==> src/rtl/sfa_pkg.sv <==
// Shared types and codes for the sparse fragment array.
// Used by the top, front and back modules; depends on nothing.
package sfa_pkg;

    localparam logic [2:0] KIND_SET    = 3'd0;
    localparam logic [2:0] KIND_GET    = 3'd1;
    localparam logic [2:0] KIND_DELETE = 3'd2;
    localparam logic [2:0] KIND_FIND   = 3'd3;
    localparam logic [2:0] KIND_CLEAR  = 3'd4;

    typedef logic [2:0] t_op;
    localparam t_op OP_SET   = 3'd0;
    localparam t_op OP_GET   = 3'd1;
    localparam t_op OP_DEL   = 3'd2;
    localparam t_op OP_FIND  = 3'd3;
    localparam t_op OP_CLEAR = 3'd4;
    localparam t_op OP_RANGE = 3'd5;
    localparam t_op OP_NOP   = 3'd6;

    localparam logic [1:0] STAT_OK     = 2'd0;
    localparam logic [1:0] STAT_RANGE  = 2'd1;
    localparam logic [1:0] STAT_UNUSED = 2'd2;

    localparam logic [1:0] EVT_NONE  = 2'd0;
    localparam logic [1:0] EVT_SPAWN = 2'd1;
    localparam logic [1:0] EVT_FREE  = 2'd2;

    typedef struct packed {
        logic [2:0]          kind;
        logic signed [15:0]  index;
        logic signed [31:0]  key;
    } t_in;

    typedef struct packed {
        logic [1:0]          status;
        logic signed [31:0]  value;
        logic                found;
        logic [1:0]          fragment_event;
        logic [3:0]          fragment_number;
        logic [8:0]          item_count;
        logic [8:0]          allocated_cells;
    } t_out;

    typedef struct packed {
        t_op         op;
        logic [15:0] addr;
        logic [7:0]  frag;
        logic [31:0] key;
    } t_cmd;

endpackage

==> src/rtl/sfa_front.sv <==
// Front end: accepts input words, range-checks and decodes them into commands,
// and holds them in a two-entry queue for the back end. Depends on sfa_pkg.
module sfa_front #(
    parameter int N_FRAGS  = 16,
    parameter int FRAG_LEN = 16
) (
    input  logic          i_clk,
    input  logic          i_rst_n,
    input  logic          i_in_valid,
    output logic          o_in_stall,
    input  sfa_pkg::t_in  i_in_word,
    output logic          o_cmd_valid,
    output sfa_pkg::t_cmd o_cmd,
    input  logic          i_pop
);
    import sfa_pkg::*;

    localparam int TOTAL = N_FRAGS * FRAG_LEN;
    // index / FRAG_LEN as multiply by a rounded-up reciprocal
    localparam logic [32:0] RECIP = 33'((64'd1 << 32) / FRAG_LEN + 1);

    logic [15:0] idx_u;
    logic        in_range;
    logic [48:0] prod;
    t_cmd        cmd;
    logic        push;

    t_cmd        r_q [2];
    logic        r_wptr;
    logic        r_rptr;
    logic [1:0]  r_count;

    assign idx_u    = i_in_word.index;
    assign in_range = !idx_u[15] && (17'(idx_u) < 17'(TOTAL));
    assign prod     = 49'(idx_u) * 49'(RECIP);

    always_comb begin
        cmd.addr = idx_u;
        cmd.frag = prod[32 +: 8];
        cmd.key  = i_in_word.key;
        unique case (i_in_word.kind)
            KIND_SET:    cmd.op = in_range ? OP_SET : OP_RANGE;
            KIND_GET:    cmd.op = in_range ? OP_GET : OP_RANGE;
            KIND_DELETE: cmd.op = in_range ? OP_DEL : OP_RANGE;
            KIND_FIND:   cmd.op = OP_FIND;
            KIND_CLEAR:  cmd.op = OP_CLEAR;
            default:     cmd.op = OP_NOP;
        endcase
    end

    assign o_in_stall  = (r_count == 2'd2);
    assign push        = i_in_valid && !o_in_stall;
    assign o_cmd_valid = (r_count != 2'd0);
    assign o_cmd       = r_q[r_rptr];

    always_ff @(posedge i_clk) begin
        if (push) begin
            r_q[r_wptr] <= cmd;
        end
    end

    always_ff @(posedge i_clk) begin
        if (!i_rst_n) begin
            r_wptr  <= 1'b0;
            r_rptr  <= 1'b0;
            r_count <= 2'd0;
        end else begin
            if (push) begin
                r_wptr <= !r_wptr;
            end
            if (i_pop) begin
                r_rptr <= !r_rptr;
            end
            r_count <= r_count + 2'(push) - 2'(i_pop);
        end
    end
endmodule

==> config.mk <==
export PLATFORM = sky130hd
export DESIGN_NAME = sfa_front
export DESIGN_NICKNAME = d
export VERILOG_FILES = /design/src/rtl/sfa_pkg.sv /design/src/rtl/sfa_front.sv
export SDC_FILE = /design/constraint.sdc
export NUM_CORES = 1
export LEC_CHECK = 0
export BUFFER_PORTS_ARGS = -buffer_cell sky130_fd_sc_hd__buf_2
export CELL_PAD_IN_SITES_DETAIL_PLACEMENT = 1
export CELL_PAD_IN_SITES_GLOBAL_PLACEMENT = 1
export CORE_MARGIN = 2
export CORE_UTILIZATION = 44
export DETAILED_ROUTE_END_ITERATION = 10
export GPL_TIMING_DRIVEN = 0
export PLACE_DENSITY = 0.78
export REMOVE_ABC_BUFFERS = 1
export SLEW_MARGIN = 5
export SYNTH_ARGS = -nofsm -noshare
export SYNTH_HDL_FRONTEND = slang
export SYNTH_SLANG_ARGS = --single-unit
==> constraint.sdc <==
create_clock -name i_clk -period 3.4 [get_ports i_clk]
set_clock_uncertainty 0.1 [all_clocks]
set_input_delay 0.68 -clock i_clk [delete_from_list [all_inputs] [get_ports i_clk]]
set_output_delay 0.68 -clock i_clk [all_outputs]
set_load 0.1 [all_outputs]
==> impl_table.tex <==
\begin{tabular}{lr}
\hline
Metric & Value \\
\hline
\multicolumn{2}{l}{\textbf{Detailed routing}} \\
\quad Drt wl/cell & 16.9 um \\
\quad Post-detailed-routing wire length & 7.65 mm \\
\quad Number of search-and-repair iterations in the first detailed-routing pass & 4 \\
\quad DRC violation count after routing & 0 \\
\quad Vias per cell & 4.70 \\
\quad Total vias in the final route & 2128 \\
\quad Remaining antenna violation count after routing & 0 \\
\quad Iteration-0 DRC Markers & 72 \\
\multicolumn{2}{l}{\textbf{Floorplan}} \\
\quad Initial Util & 0.456 \\
\quad Cell row count & 35 \\
\quad Width of the die & 102 um \\
\quad Total I/O pin count & 116 \\
\quad Core Footprint & 9330 um\^{}2 \\
\quad Die H & 102 um \\
\quad Area of the die & 10500 um\^{}2 \\
\multicolumn{2}{l}{\textbf{Setup path}} \\
\quad Setup slack of the most critical reg-to-reg path & 1420 ps \\
\quad Startpoint kind of the worst setup timing path & flop \\
\quad Endpoint of the worst-slack reg-to-reg timing path & r\_q[0][17]\$\_DFFE\_PP\_ \\
\quad Register-to-Register Path Depth & 4 \\
\quad Nature of the critical path endpoint & primary output \\
\quad Crit path required time & 2620 ps \\
\quad Data arrival time of the critical path & 1970 ps \\
\quad Reg2reg start & r\_count[1]\$\_SDFF\_PN0\_ \\
\quad Class of the most critical setup path & flop to primary output \\
\quad Highest net fanout along the worst path & 29 \\
\multicolumn{2}{l}{\textbf{CTS}} \\
\quad Post-cts resize count & 0 \\
\quad Deepest level of the CTS H-tree & 3 \\
\quad Skew-Pair Late Insertion Delay & 360 ps \\
\quad Post-CTS clock slew at the launch and capture registers of the worst setup and hold paths & 110 ps \\
\quad Hold bufs inserted after CTS & 0 \\
\quad Clock sink count & 107 \\
\quad Clock Root Buffer & sky130\_fd\_sc\_hd\_\_clkbuf\_8 \\
\quad Post-CTS setup-driven buffer insertion count & 0 \\
\quad Maximum buffer depth of the clock tree & 2 \\
\quad Clock tree from TritonCTS & yes \\
\quad Number of buffers added by the clock tree synthesis step & 9 \\
\multicolumn{2}{l}{\textbf{Status}} \\
\quad Outcome & finished clean \\
\multicolumn{2}{l}{\textbf{Timing}} \\
\quad Fin crit period & 2750 ps \\
\quad Final hold slack & 389 ps \\
\quad Total setup violations reported at the end of the flow & 0 \\
\quad Number of slew-limit violations in the final report & 0 \\
\quad Slew Limit Headroom & 0.589 \\
\quad RSZ-0062 raised after global routing & no \\
\quad Maximum achievable frequency & 364 MHz \\
\quad Final cycle utilization of the critical path & 0.809 \\
\quad Number of endpoints with negative hold slack in the final report & 0 \\
\quad Transition time of the tightest slew-check pin & 616 ps \\
\multicolumn{2}{l}{\textbf{Yosys}} \\
\quad Share of the synthesized area in compound gates (AO/OA/AOI/OAI) & 0.00882 \\
\quad Simple logic cell fraction of the synthesized area & 0.0250 \\
\quad Most numerous cell in the Yosys netlist & sky130\_fd\_sc\_hd\_\_edfxtp\_1 \\
\quad Synthesized netlist cell count & 204 \\
\quad Share of cell area taken by muxes after synthesis & 0.179 \\
\quad Number of enable-type register cells in the synthesized netlist & 102 \\
\quad FF+latch count, synth & 107 \\
\quad Fraction of registers with async set/reset & 0 \\
\quad Top flip-flop cell by instance count after synthesis & sky130\_fd\_sc\_hd\_\_edfxtp\_1 \\
\quad Synth Area per Inst & 20.9 um\^{}2 \\
\quad Most area-hungry cell type in the Yosys netlist & sky130\_fd\_sc\_hd\_\_edfxtp\_1 \\
\quad Most frequent cells after synthesis & sky130\_fd\_sc\_hd\_\_edfxtp\_1 (102), sky130\_fd\_sc\_hd\_\_mux2\_4 (50), sky130\_fd\_sc\_hd\_\_buf\_4 (9) \\
\quad Xor/xnor share of the synthesized area & 0.00411 \\
\quad Number of warnings issued by yosys & 0 \\
\quad Top cells by area in the synthesized netlist & sky130\_fd\_sc\_hd\_\_edfxtp\_1 (72\%), sky130\_fd\_sc\_hd\_\_mux2\_4 (18\%), sky130\_fd\_sc\_hd\_\_dfxtp\_1 (2.4\%) \\
\quad Largest family of logic cells by synthesized area & multiplexers \\
\quad Post-synthesis cell type count & 24 \\
\quad Fraction of the mapped netlist area in adder cells & 0.00588 \\
\quad Synth top area share & 0.719 \\
\quad Netlist area before placement & 4260 um\^{}2 \\
\quad Proportion of synthesized chip area in sequential cells & 0.743 \\
\multicolumn{2}{l}{\textbf{Global route}} \\
\quad Routing usage on met2 & 0.270 \\
\quad Maximum number of pins on one net before global-route repair & 30 \\
\quad Initial antenna violation count & 0 \\
\quad Total Routing Usage GR & 0.151 \\
\quad Met3 track demand over resource & 0.0520 \\
\quad Met1 global-route usage & 0.168 \\
\quad Global route hottest layer & met2 \\
\quad Wire length of the first global-routing pass & 11.5 mm \\
\quad Aggregate global routing overflow & 0 \\
\quad Number of global-route vias before repair & 2222 \\
\multicolumn{2}{l}{\textbf{Worst hold path}} \\
\quad Worst hold path endpoint & r\_q[1][5]\$\_DFFE\_PP\_ \\
\quad Hold Path Depth & 1 \\
\quad Min-Delay Path Class & input pin to flop \\
\quad Startpoint of the tightest hold check path & i\_in\_word[5] \\
\multicolumn{2}{l}{\textbf{Final layout}} \\
\quad Final Util & 0.553 \\
\quad Antenna cells & 0 \\
\quad Layout cells sized above 1 & 0.593 \\
\quad Area growth syn-to-layout & 21.1\% \\
\quad Final \#Nets & 376 \\
\multicolumn{2}{l}{\textbf{Power}} \\
\quad Reported leakage power & 2.05 nW \\
\quad Maximum vdd ir drop & 407 uV \\
\quad Power density relative to cell area & 765 nW/um\^{}2 \\
\multicolumn{2}{l}{\textbf{Job}} \\
\quad Number of max-cap violations & 0 \\
\multicolumn{2}{l}{\textbf{Place}} \\
\quad Count of input and output buffers & 115 \\
\quad Placed wire-length estimate & 5.36 mm \\
\quad Routability congestion estimate from global placement & 0.688 \\
\hline
\end{tabular}
[layout make-up]
class / count / area [um^2]
well taps: 129 / 161
clock buffers: 9 / 124
multi-input cells: 77 / 950
inverters: 6 / 22.5
fillers: 891 / 4170
flip-flops and latches: 107 / 3170
repair buffers: 118 / 636
clock inverters: 7 / 97.6
[layer usage]
layer,part of all wire,up-vias
met4,0.016,0
met1,0.41,1037
met2,0.51,85
met3,0.062,9
li1,-,997
met5,0,-
[registers in the layout (all words and copies together) (netlist names), named ones only]
| register | count |
|---|---|
| r_count | 2 |
| r_q | 102 |
| r_rptr | 1 |
| r_wptr | 1 |
[worst max-delay path by stage]
stage / from / endpoint / slack, ps / depth (start not counted)
6_report: flop / o_cmd[44] / 650 / 3
5_1_grt: flop / o_cmd[44] / 530 / 3
4_1_cts: flop / o_cmd[44] / 610 / 3
3_5_place_dp: i_in_valid / r_q[0][0]$_DFFE_PP_ / 960 / 5
3_3_place_gp: flop / o_cmd[44] / -940 / 2
2_1_floorplan: flop / o_cmd[38] / -940 / 1
[critical path, stage by stage, from the launching register on]
cell and delay [ps]:
sky130_fd_sc_hd__dfxtp_4 650, sky130_fd_sc_hd__buf_12 300, sky130_fd_sc_hd__mux2_4 340, sky130_fd_sc_hd__buf_2 290
[power breakdown]
group | switching, mW | total [mW] | internal, mW | leakage, nW
registers | 0.0574 | 1.67 | 1.62 | 0.990
logic | 1.12 | 1.42 | 0.294 | 0.953
clock network | 0.433 | 0.852 | 0.419 | 0.108
total | 1.61 | 3.94 | 2.33 | 2.05
[stage by stage]
step	power [mW]	setup slack [ps]	std cells	area, um^2	setup TNS (ps)
after global routing	4.08	529	453	5160	0
after detailed placement	3.14	962	437	4940	0
after global placement	3.12	-943	434	4870	-56710
after CTS	3.99	605	453	5160	0
final	3.94	651	453	5160	0
after floorplan	2.92	-942	190	4130	-6850
[kinds of logic after synthesis]
kind of cell	after synthesis
DFF	107
muxes	51
buffers and inverters	20
and+or+nand+nor	16
AOI/OAI and AO/OA	6
xor gates and xnor gates	2
adders and majority gates	2
[cell usage in the layout (no fill, tap or decap)]
master / n
sky130_fd_sc_hd__a21o_1: 1
sky130_fd_sc_hd__a21oi_1: 2
sky130_fd_sc_hd__a21oi_2: 1
sky130_fd_sc_hd__a31oi_1: 1
sky130_fd_sc_hd__and2_1: 2
sky130_fd_sc_hd__and2_2: 1
sky130_fd_sc_hd__buf_12: 3
sky130_fd_sc_hd__buf_2: 115
sky130_fd_sc_hd__bufinv_16: 2
sky130_fd_sc_hd__clkbuf_8: 9
sky130_fd_sc_hd__clkinv_1: 2
sky130_fd_sc_hd__clkinv_4: 1
sky130_fd_sc_hd__clkinvlp_4: 1
sky130_fd_sc_hd__dfxtp_1: 4
sky130_fd_sc_hd__dfxtp_4: 1
sky130_fd_sc_hd__edfxtp_1: 102
sky130_fd_sc_hd__ha_1: 2
sky130_fd_sc_hd__inv_1: 4
sky130_fd_sc_hd__inv_2: 1
sky130_fd_sc_hd__inv_6: 2
sky130_fd_sc_hd__mux2_1: 1
sky130_fd_sc_hd__mux2_4: 50
sky130_fd_sc_hd__nand2_1: 2
sky130_fd_sc_hd__nor2_1: 5
sky130_fd_sc_hd__nor2b_4: 1
sky130_fd_sc_hd__nor3_1: 1
sky130_fd_sc_hd__nor4_2: 2
sky130_fd_sc_hd__o21ai_0: 1
sky130_fd_sc_hd__or2_2: 1
sky130_fd_sc_hd__or3_4: 1
sky130_fd_sc_hd__xnor2_1: 1
sky130_fd_sc_hd__xor2_1: 1
(Power assumes the default switching activity.)
